==> config.mk <==
export PLATFORM = sky130hd
export DESIGN_NAME = rpmt_datapath
export DESIGN_NICKNAME = d
export VERILOG_FILES = /design/src/rpmt_pkg.sv /design/src/rpmt_modmul.sv /design/src/rpmt_datapath.sv
export SDC_FILE = /design/constraint.sdc
export NUM_CORES = 2
export LEC_CHECK = 0
export BUFFER_PORTS_ARGS = -buffer_cell sky130_fd_sc_hd__buf_2
export CAP_MARGIN = 20
export CORE_ASPECT_RATIO = 1.2
export CORE_MARGIN = 5
export CORE_UTILIZATION = 36
export CTS_CLUSTER_DIAMETER = 60
export DETAILED_ROUTE_END_ITERATION = 6
export PLACE_DENSITY = 0.48
export SLEW_MARGIN = 20
export SYNTH_ARGS = -nofsm -noshare
export SYNTH_HDL_FRONTEND = slang
export SYNTH_SLANG_ARGS = --single-unit
==> constraint.sdc <==
create_clock -name clk -period 14.5 [get_ports clk]
set_input_delay 0.725 -clock clk [delete_from_list [all_inputs] [get_ports clk]]
set_output_delay 0.725 -clock clk [all_outputs]
set_load 0.03 [all_outputs]
==> src/rpmt_pkg.sv <==
`default_nettype none
// ----------------------------------------------------------------------------
// rpmt_pkg
// Shared types and constants for the range product tree.
// ----------------------------------------------------------------------------
package rpmt_pkg;

	localparam int unsigned LeafCountDefault = 1024;
	localparam logic [29:0] Modulus = 30'd1000000007;
	localparam logic [29:0] Neutral = 30'd1;
	// Reciprocal of the modulus scaled by 2^60, for the quotient estimate.
	localparam logic [30:0] BarrettMu = 31'((64'd1 << 60) / 64'(Modulus));

	// Controller states, one-hot.
	typedef enum logic [11:0] {
		ST_CLEAR   = 12'b000000000001,
		ST_IDLE    = 12'b000000000010,
		ST_UREAD   = 12'b000000000100,
		ST_UWAIT   = 12'b000000001000,
		ST_UMUL    = 12'b000000010000,
		ST_UWRITE  = 12'b000000100000,
		ST_QSTEP   = 12'b000001000000,
		ST_QWAIT   = 12'b000010000000,
		ST_QMUL    = 12'b000100000000,
		ST_RED     = 12'b001000000000,
		ST_DONE    = 12'b010000000000,
		ST_UWAIT2  = 12'b100000000000
	} state_t;

	// Commands from controller to datapath.
	typedef struct packed {
		logic mul_start;   // start modular multiply of op_a * op_b
		logic acc_load;    // acc <= multiplier result
		logic acc_init;    // acc <= one at the start of a query
	} dp_cmd_t;

	// Status from datapath to controller.
	typedef struct packed {
		logic mul_done;
	} dp_sts_t;

endpackage
`default_nettype wire

==> src/rpmt_modmul.sv <==
`default_nettype none
// ----------------------------------------------------------------------------
// rpmt_modmul
// Multi-cycle modular multiplier: a 30x30 product is registered first,
// then reduced by a Barrett quotient estimate and two final subtractions.
// ----------------------------------------------------------------------------
module rpmt_modmul
	import rpmt_pkg::*;
(
	input  wire         clk,
	input  wire         arst_n,
	input  wire         start,
	input  wire  [29:0] op_a,
	input  wire  [29:0] op_b,
	output logic        done,
	output logic [29:0] result
);
	logic [59:0] prod_q;
	logic [30:0] quo_q;
	logic [31:0] rem_q;
	logic [29:0] result_q;
	logic        prod_vld_q, quo_vld_q, rem_vld_q;
	logic [61:0] quo_full;
	logic [31:0] qm_low;
	logic [31:0] r1, r2;

	// The estimated quotient falls short by at most two, so the remainder
	// before correction is below three times the modulus and fits 32 bits.
	always_comb begin
		quo_full = 62'(prod_q[59:29]) * 62'(BarrettMu);
		qm_low   = 32'(quo_q) * 32'(Modulus);
		r1 = (rem_q >= 32'(Modulus)) ? rem_q - 32'(Modulus) : rem_q;
		r2 = (r1 >= 32'(Modulus)) ? r1 - 32'(Modulus) : r1;
	end

	always_ff @(posedge clk or negedge arst_n) begin
		if (!arst_n) begin
			prod_vld_q <= 1'b0;
			quo_vld_q  <= 1'b0;
			rem_vld_q  <= 1'b0;
			done       <= 1'b0;
		end else begin
			prod_vld_q <= start;
			quo_vld_q  <= prod_vld_q;
			rem_vld_q  <= quo_vld_q;
			done       <= rem_vld_q;
		end
	end

	always_ff @(posedge clk) begin
		if (start) begin
			prod_q <= 60'(op_a) * 60'(op_b);
		end
		if (prod_vld_q) begin
			quo_q <= quo_full[61:31];
		end
		if (quo_vld_q) begin
			rem_q <= prod_q[31:0] - qm_low;
		end
		if (rem_vld_q) begin
			result_q <= r2[29:0];
		end
	end

	assign result = result_q;
endmodule
`default_nettype wire

==> src/rpmt_datapath.sv <==
`default_nettype none
// ----------------------------------------------------------------------------
// rpmt_datapath
// Accumulator and operand selection around the modular multiplier.
// ----------------------------------------------------------------------------
module rpmt_datapath
	import rpmt_pkg::*;
(
	input  wire         clk,
	input  wire         arst_n,
	input  dp_cmd_t     cmd,
	input  wire         use_acc,
	input  wire  [29:0] op_a,
	input  wire  [29:0] op_b,
	output dp_sts_t     sts,
	output logic [29:0] mul_result,
	output logic [29:0] acc
);
	logic [29:0] acc_q;
	logic        done;

	rpmt_modmul u_mul (
		.clk   (clk),
		.arst_n(arst_n),
		.start (cmd.mul_start),
		.op_a  (use_acc ? acc_q : op_a),
		.op_b  (op_b),
		.done  (done),
		.result(mul_result)
	);

	always_ff @(posedge clk or negedge arst_n) begin
		if (!arst_n) begin
			acc_q <= Neutral;
		end else if (cmd.acc_load) begin
			acc_q <= mul_result;
		end else if (cmd.acc_init) begin
			acc_q <= Neutral;
		end
	end

	assign sts.mul_done = done;
	assign acc = acc_q;
endmodule
`default_nettype wire

== After elaboration in Yosys (flattened, before gate mapping) ==
Index checks and enable logic that the tools add are counted.
Word-level totals
  bits in registers: 187
  input port bits: 66
  output and inout bits: 61
  logic and storage cells: 23
Cells by class
  add/sub/neg operators: 3
  $mul: 3
  magnitude comparators: 2
  multiplexer cells: 5
  reductions and logical operators: 1
Operators with widths (number)
  two-way mux 30 bit: 4
  >= comparator 32 x 30 -> 1 bit (second input constant): 2
  multiplier 30 x 30 -> 60 bit: 1
  multiplier 31 x 28 -> 59 bit (second input constant): 1
  multiplier 31 x 30 -> 32 bit (second input constant): 1
  two-way mux 32 bit: 1
  subtractor 32 x 30 -> 32 bit (second input constant): 1
  subtractor 32 bit: 1
  subtractor 30 bit (second input constant): 1
  nonzero test 2 bit: 1

== Depth between registers and ports, before layout ==
  word-level depth: 4
  depth in mapped cells: 33
  depth with buffers taken out: 31

== Hierarchy ==
Synthesis repeated with hierarchy kept, for this count alone.
Second synthesis, totals
  cells, all modules: 5995
  area total of the unflattened synthesis: 58879.0 um^2
By module, submodules not included
  rpmt_modmul: instances 1, cells each 5834, area an instance 57252.4 um^2, seq. area each 4694.5 um^2
  rpmt_datapath: instances 1, cells each 161, area an instance 1626.6 um^2, seq. area each 752.0 um^2

== Worst setup path after synthesis ==
OpenSTA, ideal clock, no wires.
  kind: input -> register
  start point: in use_acc
  end point: reg u_mul.prod_q[58], data pin
  library setup time: 263 ps
  arrival time: 8374 ps
  setup slack: 5864 ps
  cell stages on the path: 29
  cells stage by stage: clkbuf_1 -> mux2_2 -> clkbuf_1 -> and2_1 -> fa_1 -> fa_1 -> fa_1 -> inv_1 -> fa_1 -> inv_1 -> fa_1 -> fa_1 -> fa_1 -> inv_1 -> fa_1 -> inv_1 -> ha_1 -> a21o_1 -> a21o_1 -> a21oi_1 -> o311ai_0 -> nor4b_2 -> o31ai_1 -> a32o_1 -> a31o_2 -> nand3_1 -> a21oi_1 -> a311oi_1 -> xnor2_1
Between the ends
  longest elaborated chain between the ends: 2
RTL lines
  from (decl): RTL line rpmt_datapath.sv:12  | input wire use_acc,
  two-way mux 30 bit: RTL line rpmt_datapath.sv:26  | .op_a (use_acc ? acc_q : op_a),
  multiplier 30 x 30 -> 60 bit: RTL line rpmt_modmul.sv:52  | prod_q <= 60'(op_a) * 60'(op_b);
  to (signal assigned): RTL line rpmt_modmul.sv:52
  to (decl): RTL line rpmt_modmul.sv:18  | logic [59:0] prod_q;
Every way passes these cells.
A chain may end at the register's enable or synchronous reset.

== Worst setup path in the final report ==
Same ends and word-level chain as after synthesis.

==> results.txt <==
----------------------------------------------------
[Floorplan]
  Die Span Y ... roughly 460 um
  Core Footprint ... approximately 0.16 mm2
  Top-Level Pins ... approximately 130
  Die area ... ~0.17 mm2
  Row count ... around 160
  Starting density of the core ... between 30% and 40%
  X dimension of the die ... ~380 um

[Cells and area]
  Share of post-route cells with drive strength above 1 ... ~4.4%
  Area of the multi-input gates ... about 0.047 mm2
  Net total in the final layout ... 8,163
  Commonest cells after routing, fill and taps aside ... inv_1, fa_1, ha_1
  Synthesis-to-finish area growth ... 5.71%
  Storage cell area ... 0.00545 mm2
  Count of fill cells added during filler insertion ... around 17,000
  Commonest non-fill, non-tap cell in the layout ... inv_1

[Timing]
  Unrepaired setup endpoints after global routing ... false
  Final setup violation count ... 0
  Max Freq ... 102 MHz
  Slew @ Worst Pin ... approximately 1.0 ns
  Number of pins exceeding their max-slew limit in the final report ... 0
  Share of the clock period used by the worst path after layout ... 67.5%
  Worst-case headroom to the max-slew limit ... between 20% and 30%
  Largest clock skew in the final design ... between 0.02 and 0.025 ns
  Final count of hold timing violations ... 0
  Post-route setup TNS ... 0 ns
  Shortest clock period the worst path allows after layout ... slightly below 10 ns

[Logic synthesis]
  Sequential cell area fraction in the yosys report ... 9.15%
  Area share of the largest cell type after synthesis ... a little over two fifths
  Number of flops mapped to enable cells by yosys ... approximately 150
  Flip-flop and latch count after synthesis ... 187
  Proportion of synthesized flip-flops having asynchronous set or reset ... 18.2%
  Synth warnings ... 0
  Count of distinct cell types in the synthesized netlist ... 96
  Most used DFF post-synth ... edfxtp_1
  Largest cells by area after synthesis ... fa_1, ha_1, inv_1
  Mean instance size in the synthesized netlist ... about 9.8 um2
  Gate count of the mapped netlist ... 6,089
  Post-Synthesis Net Count ... 8,198
  Cell accounting for the most synthesized area ... fa_1
  Summed instance area of the synthesized netlist ... ~0.059 mm2

[Hold path]
  Min-delay worst type ... input pin to asynchronous set/reset pin

[Clock tree]
  Number of clock sinks ... around 190
  Number of buffers on the longest clock path ... 2
  Hold buffer count at cts ... 0
  H-tree depth reported by CTS ... 4
  Setup fix buffers added after clock tree synthesis ... 0
  Worst-path clk slew ... about 0.090 ns
  CTS tree ... built
  Cts bufs inserted ... 17
  Latest clock arrival within the worst-skew pair ... between 0.5 and 0.6 ns
  Buffer type at the clock tree root ... clkbuf_16
  Cts repair resizes ... 0

[Drt]
  Drt initial violations ... about 1,800
  Routed vias ... between 30,000 and 40,000
  Detailed-route DRC error count ... 0
  DR vias/cell ... 4.85
  Number of optimization iterations in the first detailed-route pass ... 5
  Final ANT Viol Nets ... 0
  Wire length reported by the detailed router ... roughly 170,000 um
  Routed wire length per instance ... 21.0 um

[Critical path]
  Setup slack on the worst flop-to-flop path ... 5.02 ns
  Path type of the worst setup path ... input pin to flip-flop
  Startpoint Class ... input pin
  Delay-heaviest family, CP ... adder cells
  Worst stage delay on the critical path ... around 0.86 ns
  Largest driver fanout on the critical path ... 30
  Worst-case reg-to-reg path depth ... 27
  Worst r2r dst ... u_mul.prod_q[58]
  Slowest cell on the critical path ... o31ai_1
  CP most frequent cell ... fa_1
  Arr. time, crit path ... approximately 10 ns
  Crit. End Element ... flip-flop
  Worst r2r src ... acc[16]
  Number of buffer and inverter instances along the worst setup path ... 5
  Required time of the worst setup path ... roughly 15 ns

[Run]
  Number of max-cap violations ... 0

[Placement]
  Routability congestion estimate from global placement ... between 0.8 and 0.9
  Number of input and output port buffers inserted ... 126
  Post-detailed-placement half-perimeter wirelength ... 140,000 um

[Outcome]
  Outcome ... completed

[GRT]
  Via count of the first global-routing pass ... approximately 45,000
  Antenna violations before repair ... 8
  Maximum number of pins on one net before global-route repair ... 62
  First-pass GRT wire length ... around 270,000 um
  Total gr overflow ... 0
  Total global routing track utilization ... between 20% and 30%

----------------------------------------------------
synth_stat cells, drive strengths merged, types with 28 or more instances:
cell and number:
xnor2 144, xor2 53, nand2b 43, fa 1260, dfrtp 33, mux2 31
o21ai 101, ha 783, nor3 37, nand3 37, o21a 28, and2 528
inv 1592, a21oi 131, edfxtp 153, clkbuf 207, a21o 75, nand2 483
nor2 110
layout make-up:
type	instances	share of cell area, %
Tap cell	2145	4.27
Timing Repair Buffer	165	1.47
Antenna cell	4	0.0159
Clock buffer	18	0.716
Inverter	1592	9.50
Multi-Input combinational cell	4091	75.1
Sequential cell	187	8.66
Clock inverter	14	0.298
per-stage QoR:
stage	setup WS, ns	hold slack, ns	area, um2	utilization [%]	cells
final	4.71	0.339	62900	38.3	8216
after global routing	4.22	0.370	62900	38.3	8212
after CTS	4.82	0.315	62900	38.3	8212
after detailed placement	4.29	0.512	62200	37.9	8180
after global placement	4.34	0.506	62200	37.9	8180
after floorplan	5.86	0.429	59500	-	6089
worst max-delay path by stage:
stage	startpoint	to	slack (ns)	cells past startpoint
after global placement	use_acc	u_mul.prod_q[58]	4.34	28
after floorplan	use_acc	u_mul.prod_q[58]	5.86	29
final	use_acc	u_mul.prod_q[58]	4.71	28
after detailed placement	use_acc	u_mul.prod_q[58]	4.29	28
after CTS	use_acc	u_mul.prod_q[58]	4.82	28
after global routing	use_acc	u_mul.prod_q[58]	4.22	28
registers in the layout, summed over array words and instances, names as in the netlist, 30 cells and up:
| name | count |
|---|---|
| u_mul.rem_q | 32 |
| acc | 30 |
| u_mul.prod_q | 60 |
| u_mul.quo_q | 31 |
| u_mul.result | 30 |
logic make-up (layout without fill, tap and decap cells):
kind of cell | count (synthesis) | after routing | share of synthesized area [%]
and+or+nand+nor | 1341 | 1341 | 11.6
muxes | 34 | 34 | 0.637
adders and majority gates | 2044 | 2044 | 58.9
AOI/OAI and AO/OA | 475 | 475 | 5.31
DFF | 187 | 187 | 9.15
xor gates and xnor gates | 197 | 197 | 2.90
buffers and inverters | 1811 | 1789 | 11.5
other | 0 | 4 | 0
routing by layer:
layer,GRT usage (%),share of wire [%]
met3,1.69,2.5
met4,5.05,2.4
met2,38.8,54
met1,24.9,41
met5,0,0.018
Power is not shown: default switching activity piles up to over one toggle a cycle in this logic, so the estimate is an artifact.
