$ cat src/rpmt_pkg.sv
`default_nettype none
// ----------------------------------------------------------------------------
// rpmt_pkg
// Shared types and constants for the range product tree.
// ----------------------------------------------------------------------------
package rpmt_pkg;

	localparam int unsigned LeafCountDefault = 1024;
	localparam logic [29:0] Modulus = 30'd1000000007;
	localparam logic [29:0] Neutral = 30'd1;
	// Reciprocal of the modulus scaled by 2^60, for the quotient estimate.
	localparam logic [30:0] BarrettMu = 31'((64'd1 << 60) / 64'(Modulus));

	// Controller states, one-hot.
	typedef enum logic [11:0] {
		ST_CLEAR   = 12'b000000000001,
		ST_IDLE    = 12'b000000000010,
		ST_UREAD   = 12'b000000000100,
		ST_UWAIT   = 12'b000000001000,
		ST_UMUL    = 12'b000000010000,
		ST_UWRITE  = 12'b000000100000,
		ST_QSTEP   = 12'b000001000000,
		ST_QWAIT   = 12'b000010000000,
		ST_QMUL    = 12'b000100000000,
		ST_RED     = 12'b001000000000,
		ST_DONE    = 12'b010000000000,
		ST_UWAIT2  = 12'b100000000000
	} state_t;

	// Commands from controller to datapath.
	typedef struct packed {
		logic mul_start;   // start modular multiply of op_a * op_b
		logic acc_load;    // acc <= multiplier result
		logic acc_init;    // acc <= one at the start of a query
	} dp_cmd_t;

	// Status from datapath to controller.
	typedef struct packed {
		logic mul_done;
	} dp_sts_t;

endpackage
`default_nettype wire

$ cat src/rpmt_ctrl.sv
`default_nettype none
// ----------------------------------------------------------------------------
// rpmt_ctrl
// Sequencer: clearing pass, leaf update walk and range query walk.
// ----------------------------------------------------------------------------
module rpmt_ctrl
	import rpmt_pkg::*;
#(
	parameter int unsigned LeafCount = LeafCountDefault
) (
	input  wire                     clk,
	input  wire                     arst_n,
	input  wire                     start,
	input  wire                     mode,
	input  wire  [9:0]              position,
	input  wire  [10:0]             range_end,
	output logic                    busy,
	output logic                    valid,
	output logic [29:0]             product,
	// memory
	output logic                    we,
	output logic [$clog2(2*LeafCount)-1:0] waddr,
	output logic [29:0]             wdata,
	output logic [$clog2(2*LeafCount)-1:0] raddr,
	input  wire  [29:0]             rdata,
	// datapath
	output dp_cmd_t                 cmd,
	output logic                    use_acc,
	output logic [29:0]             op_a,
	output logic [29:0]             op_b,
	input  dp_sts_t                 sts,
	input  wire  [29:0]             mul_result,
	input  wire  [29:0]             acc
);
	localparam int unsigned AW = $clog2(2*LeafCount);
	localparam logic [AW:0] LeafC = (AW+1)'(LeafCount);

	state_t      state_q;
	logic [AW:0] node_q, lo_q, hi_q;
	logic [29:0] left_q;
	logic        hi_side_q;  // the hi-side node is in flight
	logic [31:0] ext_pos, ext_end;

	assign ext_pos = 32'(position);
	assign ext_end = (32'(range_end) > 32'(LeafCount)) ? 32'(LeafCount) : 32'(range_end);

	assign busy = (state_q != ST_IDLE);
	assign op_a = left_q;
	assign op_b = rdata;

	always_comb begin
		we      = 1'b0;
		waddr   = node_q[AW-1:0];
		wdata   = mul_result;
		raddr   = node_q[AW-1:0];
		cmd     = '0;
		use_acc = 1'b0;
		unique case (state_q)
			ST_CLEAR: begin
				we    = 1'b1;
				wdata = Neutral;
			end
			ST_UREAD: raddr = {node_q[AW-2:0], 1'b0};
			ST_UWAIT: raddr = {node_q[AW-2:0], 1'b1};
			ST_UWAIT2: raddr = {node_q[AW-2:0], 1'b1};
			ST_UMUL: begin
				raddr = {node_q[AW-2:0], 1'b1};
				cmd.mul_start = 1'b1;
			end
			ST_UWRITE: begin
				we = sts.mul_done;
			end
			ST_QSTEP: raddr = hi_side_q ? AW'(hi_q - 1'b1) : lo_q[AW-1:0];
			ST_QWAIT: raddr = hi_side_q ? AW'(hi_q - 1'b1) : lo_q[AW-1:0];
			ST_QMUL: begin
				raddr = hi_side_q ? AW'(hi_q - 1'b1) : lo_q[AW-1:0];
				cmd.mul_start = 1'b1;
				use_acc = 1'b1;
			end
			ST_RED: cmd.acc_load = sts.mul_done;
			ST_IDLE: cmd.acc_init = start && mode;
			ST_DONE: ;
			default: ;
		endcase
	end

	always_ff @(posedge clk or negedge arst_n) begin
		if (!arst_n) begin
			state_q   <= ST_CLEAR;
			node_q    <= '0;
			valid     <= 1'b0;
			hi_side_q <= 1'b0;
		end else begin
			valid <= 1'b0;
			unique case (state_q)
				ST_CLEAR: begin
					node_q <= node_q + 1'b1;
					if (node_q == (2*LeafC - 1'b1)) begin
						state_q <= ST_IDLE;
					end
				end
				ST_IDLE: if (start) begin
					if (!mode) begin
						// The leaf itself is written on the accepting edge by the top level,
						// so the walk starts at its parent.
						if (ext_pos < 32'(LeafCount)) begin
							node_q  <= (LeafC + (AW+1)'(position)) >> 1;
							state_q <= ST_UREAD;
						end
					end else if (ext_pos >= ext_end) begin
						product <= Neutral;
						valid   <= 1'b1;
					end else begin
						lo_q <= LeafC + (AW+1)'(position);
						hi_q <= LeafC + (AW+1)'(ext_end);
						hi_side_q <= 1'b0;
						state_q <= ST_QSTEP;
					end
				end
				ST_UREAD: state_q <= ST_UWAIT;
				ST_UWAIT: begin
					left_q  <= rdata;
					state_q <= ST_UWAIT2;
				end
				ST_UWAIT2: state_q <= ST_UMUL;
				ST_UMUL: state_q <= ST_UWRITE;
				ST_UWRITE: if (sts.mul_done) begin
					if (node_q == 1) begin
						state_q <= ST_IDLE;
					end else begin
						node_q  <= node_q >> 1;
						state_q <= ST_UREAD;
					end
				end
				ST_QSTEP: begin
					if (lo_q >= hi_q) begin
						state_q <= ST_DONE;
					end else if (!hi_side_q && lo_q[0]) begin
						state_q <= ST_QWAIT;
					end else if (hi_q[0] && (!hi_side_q || lo_q < hi_q)) begin
						hi_side_q <= 1'b1;
						if (!hi_side_q) state_q <= ST_QSTEP;
						else state_q <= ST_QWAIT;
					end else begin
						lo_q <= lo_q >> 1;
						hi_q <= hi_q >> 1;
						hi_side_q <= 1'b0;
					end
				end
				ST_QWAIT: state_q <= ST_QMUL;
				ST_QMUL: state_q <= ST_RED;
				ST_RED: if (sts.mul_done) begin
					if (hi_side_q) begin
						lo_q <= lo_q >> 1;
						hi_q <= (hi_q - 1'b1) >> 1;
						hi_side_q <= 1'b0;
					end else begin
						lo_q <= lo_q + 1'b1;
						hi_side_q <= 1'b1;
					end
					state_q <= ST_QSTEP;
				end
				ST_DONE: begin
					product <= acc;
					valid   <= 1'b1;
					state_q <= ST_IDLE;
				end
				default: state_q <= ST_IDLE;
			endcase
		end
	end

`ifndef ASSERT_OFF
	a_onehot: assert property (@(posedge clk) disable iff (!arst_n) $onehot(state_q))
		else $error("state not one-hot");
	a_valid_idle: assert property (@(posedge clk) disable iff (!arst_n)
		valid |-> state_q == ST_IDLE) else $error("result while busy");
	a_no_write_idle: assert property (@(posedge clk) disable iff (!arst_n)
		state_q == ST_IDLE |-> !we) else $error("write while idle");
`endif
endmodule
`default_nettype wire

$ cat config.mk
export PLATFORM = sky130hd
export DESIGN_NAME = rpmt_ctrl
export DESIGN_NICKNAME = d
export VERILOG_FILES = /design/src/rpmt_pkg.sv /design/src/rpmt_ctrl.sv
export SDC_FILE = /design/constraint.sdc
export NUM_CORES = 1
export LEC_CHECK = 0
export ABC_AREA = 1
export ABC_CLOCK_PERIOD_IN_PS = 6900
export BUFFER_PORTS_ARGS = -buffer_cell sky130_fd_sc_hd__clkbuf_2
export CELL_PAD_IN_SITES_DETAIL_PLACEMENT = 1
export CELL_PAD_IN_SITES_GLOBAL_PLACEMENT = 1
export CORE_MARGIN = 1
export CORE_UTILIZATION = 29
export CTS_CLUSTER_SIZE = 30
export DETAILED_ROUTE_END_ITERATION = 10
export PLACE_DENSITY = 0.76
export SYNTH_ARGS = -nofsm -noshare
export SYNTH_HDL_FRONTEND = slang
export SYNTH_SLANG_ARGS = --single-unit
$ cat constraint.sdc
create_clock -name clk -period 6.9 [get_ports clk]
set_clock_uncertainty 0.15 [all_clocks]
set_input_delay 0.69 -clock clk [delete_from_list [all_inputs] [get_ports clk]]
set_output_delay 0.69 -clock clk [all_outputs]
set_load 0.1 [all_outputs]
# Word-level counts from Yosys, hierarchy flattened
# Index checks and enable logic that the tools add are counted.
[op_classes]
add_sub_neg = 5
reduce_logical = 18
n_eq_ne = 32
mux = 63
n_lt_le_gt_ge = 5
[op_table]
columns = ["operator", "n"]
rows = [
  ["$mux 12", 31],
  ["$pmux 12 s11", 1],
  ["$mux 30", 4],
  ["$pmux 12 s3", 3],
  ["$pmux 30 s2", 1],
  ["$pmux 11 s3", 1],
  ["$ne 2x2->1 const B", 14],
  ["$add 12x1->12 const B", 2],
  ["$eq 12x1->1 const B", 2],
  ["$eq 12x11->1 const B", 2],
  ["$mux 11", 2],
  ["$mux 1", 15],
  ["$reduce_and 7->1", 2],
  ["$add 11x10->12 const A", 1],
  ["$add 11x11->12 const A", 1],
  ["$eq 12x10->1 const B", 1],
  ["$eq 12x12->1 const B", 1],
  ["$eq 12x2->1 const B", 1],
  ["$eq 12x3->1 const B", 1],
  ["$eq 12x4->1 const B", 1],
  ["$eq 12x5->1 const B", 1],
  ["$eq 12x6->1 const B", 1],
  ["$eq 12x7->1 const B", 1],
  ["$eq 12x8->1 const B", 1],
  ["other kinds (26)", 32],
]
[totals]
regBits = 110
wordCells = 131
output_inout_bits = 149

# Logic depth before layout (Yosys ltp)
[logic_depth]
depth_word = 7
depth_mapped = 18

# Least setup slack after synthesis
# No wires, ideal clock.
[synth_path]
path_kind = "register -> register"
from = "register state_q[5]"
to = "register product[0] (enable)"
path_stages_with_launch = 10
arrival_ns = 3.807
t_required_ns = 6.323
path_slack_ns = 2.516
path_buffers = 0
setup_time_ns = 0.427
cell_sequence = "dfrtp_1 > nor2_1 > nand2_4 > nor2_4 > nand2_4 > nor2_2 > inv_2 > nor2_2 > nand2_1 > a21oi_1"
[synth_via]
elab_chain_len = 3
[synth_lines]
columns = ["element", "line", "rtl"]
rows = [
  ["start: declaration", "rpmt_ctrl.sv:38", "state_t state_q;"],
  ["start signal: assignment", "rpmt_ctrl.sv:89", "state_q <= ST_CLEAR;"],
  ["start signal: assignment", "rpmt_ctrl.sv:99", "state_q <= ST_IDLE;"],
  ["start signal: assignment", "rpmt_ctrl.sv:108", "state_q <= ST_UREAD;"],
  ["$eq 12x2->1 / $eq 12x11->1 (equally long branches)", "rpmt_ctrl.sv:95", "unique case (state_q)"],
  ["$ne 2x2->1 (no line) / $reduce_bool 2->1 (equally long branches)", "-", ""],
  ["$reduce_and 5->1 (no line) *", "-", ""],
  ["end signal: assignment", "rpmt_ctrl.sv:111", "product <= Neutral;"],
  ["end: declaration", "rpmt_ctrl.sv:19", "output logic [29:0] product,"],
]
# Every way passes the cells marked *; elsewhere a longest branch is shown, timed or not.
# A chain may end at the register's enable or synchronous reset.

# Worst setup path after layout
[layout_path]
from = "input port range_end[0]"
to = "register hi_q[0] (enable)"
[layout_via]
elab_chain_len = 5
[layout_lines]
columns = ["element", "line", "rtl"]
rows = [
  ["start: declaration", "rpmt_ctrl.sv:16", "input wire [10:0] range_end,"],
  ["$gt 11x11->1", "rpmt_ctrl.sv:45", "assign ext_end = (32'(range_end) > 32'(LeafCount)) ? 32'(LeafCount) : 32'(range_end);"],
  ["$mux 11 *", "rpmt_ctrl.sv:45", ""],
  ["$ge 10x11->1 *", "rpmt_ctrl.sv:110", "end else if (ext_pos >= ext_end) begin"],
  ["$ne 2x2->1 (no line) *", "-", ""],
  ["$reduce_and 10->1 (no line) *", "-", ""],
  ["end signal: assignment", "rpmt_ctrl.sv:115", "hi_q <= LeafC + (AW+1)'(ext_end);"],
  ["end signal: assignment", "rpmt_ctrl.sv:146", "hi_q <= hi_q >> 1;"],
  ["end signal: assignment", "rpmt_ctrl.sv:155", "hi_q <= (hi_q - 1'b1) >> 1;"],
  ["end: declaration", "rpmt_ctrl.sv:39", "logic [AW:0] node_q, lo_q, hi_q;"],
]
# Marks and branches as above.

==> metrics.md <==
| Metric | Value |
|---|---|
| Status | `complete, no violations` |
| Worst reg2reg startpoint | `hi_side_q$_DFFE_PN0P_` |
| Final Non-Filler Cells | `1447` |
| Capturing element type of the critical path | `register` |
| CP required | `6.72 ns` |
| Fill cell count | `3053` |
| End of the worst register-to-register path | `hi_q[0]$_DFFE_PP_` |
| Start-to-end type of the worst setup path | `input pin to register` |
| CTS tree | `yes` |
| Die span in x | `160 µm` |
| Starting density of the core | `29.7%` |
| Flop2flop setup slack | `3.38 ns` |
| Final total negative setup slack | `0 ns` |
| F_max | `0.251 GHz` |
| Areal power density over the cells | `396 mW/mm²` |
| Core outline area | `0.0244 mm²` |
| Kind of launch point of the worst setup path | `input pin` |
| Worst Setup Slack, final | `2.91 ns` |
| I/O pins | `265` |
| Total CTS buffers | `9` |
| Final antenna-violating net count | `0` |
| Number of max-capacitance violations reported | `0` |
| Cell at the root of the clock tree | `clkbuf_16` |
| Commonest cells after routing, fill and taps aside | `clkbuf_2 (264), nand2_1 (203), inv_1 (149)` |
| Worst IR drop on VDD | `0.646 mV` |
| Synthesized area divided by synthesized cell count | `8.07 µm²` |
| Most common cell after layout, fill and taps aside | `clkbuf_2` |
| Post-layout net count | `1259` |
| # placed instances | `1430` |
| Tightest Pin Transition | `1.11 ns` |
| Remaining max-slew budget at the tightest pin | `25.7%` |
| Cells taking the most area after synthesis | `edfxtp_1 (35%), nand2_1 (11%), dfrtp_1 (8.6%)` |
| P_leak | `4.55 nW` |
| Routed wire length per instance | `17.0 µm` |
| Clk_lat worst skew | `0.36 ns` |
| CTS Buffer Depth | `2` |
| Detailed placement HPWL | `19900 µm` |
| CTS-repair resized insts | `0` |
| Number of input and output port buffers inserted | `264` |
| Min Clock Period, post-route | `3.99 ns` |
| Ys Warns | `0` |
| Area growth syn-to-layout | `23.0%` |
| Vias in the first global route | `7025` |
| Share of flip-flops with an asynchronous set or reset after synthesis | `23.6%` |
| CTS H-tree depth | `3` |
| Most common flop cell mapped by yosys | `edfxtp_1` |
| Initial antenna violation count | `1` |
| Total of hold buffers inserted after clock tree synthesis | `0` |
| Total gr overflow | `0` |
| Mapped cell area | `0.00724 mm²` |
| Number of enable flip-flop cells after synthesis | `84` |
| Total setup violations reported at the end of the flow | `0` |
| Global-route wire length before repair | `38200 µm` |
| Hold Fails Final Rpt | `0` |
| Post-CTS setup buffer count | `0` |
| Synthesized netlist cell count | `898` |
| Cell type contributing the most total cell area after synthesis | `edfxtp_1` |
| Highest fanout seen on the critical path | `12` |
| Sequential-to-total area share from yosys stat | `43.8%` |
| Total vias in the final route | `6841` |
| Synth cell types | `45` |
| Top-area cell type share of the netlist area | `34.8%` |
| Routed vias/inst | `4.73` |
| DRC violation count after routing | `0` |
| Number of cells on the worst reg-to-reg path | `6` |
| GP Congestion | `0.863` |
| TritonCTS Sinks | `110` |
| Maximum number of pins on one net before global-route repair | `33` |
| RSZ-0062 raised after global routing | `false` |
| Vertical die dimension | `160 µm` |
| Die outline area | `0.0256 mm²` |
| Iteration count of the initial detailed-routing pass | `4` |
| All-layer global routing usage | `19.2%` |
| Clock input transition at the sequential cells of the worst setup and hold paths | `0.08 ns` |
| Final routed wirelength across all metal layers | `24600 µm` |
| Arrival time of the worst setup path | `3.81 ns` |
| Power consumption | `3.53 mW` |
| Placement-stage worst setup slack | `2.41 ns` |
| Syn Nets | `1040` |
| Site Rows | `57` |
| Period Utilization, post-route | `57.8%` |
| Initial detailed-routing violation count | `437` |
| Synthesis-stage register bit count | `110` |
| Number of max-slew violations in the final report | `0` |
| Min-Delay Path Class | `input pin to async pin` |
| Fraction of layout cells with a size suffix above 1 | `30.2%` |
worst max path at each step:
stage,from,to,slack [ns],cells after the start
floorplan,state_q[5]$_DFFE_PN0P_,product[0]$_SDFFCE_PN1P_,2.52,9
global placement,range_end[2],hi_q[9]$_DFFE_PP_,2.74,17
detailed placement,range_end[0],hi_q[4]$_DFFE_PP_,2.41,15
CTS,range_end[0],hi_q[0]$_DFFE_PP_,2.88,15
global route,range_end[0],hi_q[0]$_DFFE_PP_,2.43,15
finish,range_end[0],hi_q[0]$_DFFE_PP_,2.91,15
layout make-up:
class	count	area (µm²)	area share, %
multi-input cells	564	3060	34.4
flip-flops and latches	110	3170	35.6
well taps	324	405	4.55
clock buffers	10	229	2.57
diodes	1	2.50	0.0281
clock inverters	6	62.6	0.702
inverters	164	618	6.94
repair buffers	268	1350	15.2
power breakdown:
| group | switching [mW] | leakage (nW) | internal [mW] |
|---|---|---|---|
| combinational | 1.61 | 3.30 | 0.414 |
| clock | 0.271 | 0.143 | 0.256 |
| sequential | 0.138 | 1.11 | 0.832 |
| total | 2.02 | 4.55 | 1.50 |
critical path, stage by stage:
cell      delay, ns
clkbuf_2       0.09
nor2_1         0.12
nand3_1        0.11
o21ai_1        0.47
nand2_1        0.19
ha_1           0.33
nand2_1        0.09
inv_1          0.04
a21oi_1        0.13
nand2_1        0.06
nand2_1        0.05
nand2_1        0.16
a21oi_1        0.28
nand3_1        0.14
nor2_1         0.85
logic make-up (layout without fill, tap and decap cells):
group	Yosys count	count (layout)	share of synthesized area, %
AOI/OAI and AO/OA	96	96	8.67
xor gates and xnor gates	19	19	2.30
buffers and inverters	224	448	14.0
and+or+nand+nor	423	423	26.7
adders and majority gates	26	26	4.49
other	0	1	0
DFF	110	110	43.8
layer usage:
| layer | share of wire, % | vias up | GRT usage, % |
|---|---|---|---|
| met5 | 0 | - | 0 |
| met4 | 2.9 | 0 | 7.92 |
| met3 | 5.2 | 42 | 3.12 |
| met2 | 49 | 248 | 33.7 |
| met1 | 43 | 3253 | 23.3 |
| li1 | - | 3298 | - |
registers in the layout (all words and copies together), names as in the netlist:
| name | count |
|---|---|
| lo_q | 12 |
| hi_side_q | 1 |
| node_q | 12 |
| op_a | 30 |
| valid | 1 |
| hi_q | 12 |
| product | 30 |
| state_q | 12 |
metrics by stage:
step	hold slack (ns)	cell area, µm²	util [%]
global placement	0.388	8610	35.3
CTS	0.186	8900	36.5
finish	0.174	8910	36.5
detailed placement	0.408	8610	35.3
floorplan	0.244	7240	-
global route	0.200	8910	36.5
Yosys cell counts (all sizes together), types with 9 or more instances:
library cell	instances
inv	163
o221ai	23
dfrtp	25
nor2	133
buf	48
nand3	40
nand4	9
o211ai	19
clkbuf	12
nand2	215
edfxtp	84
nor3	12
ha	26
o21ai	26
a21oi	25
xor2	17
No activity file was read; power rests on OpenSTA's default activity.
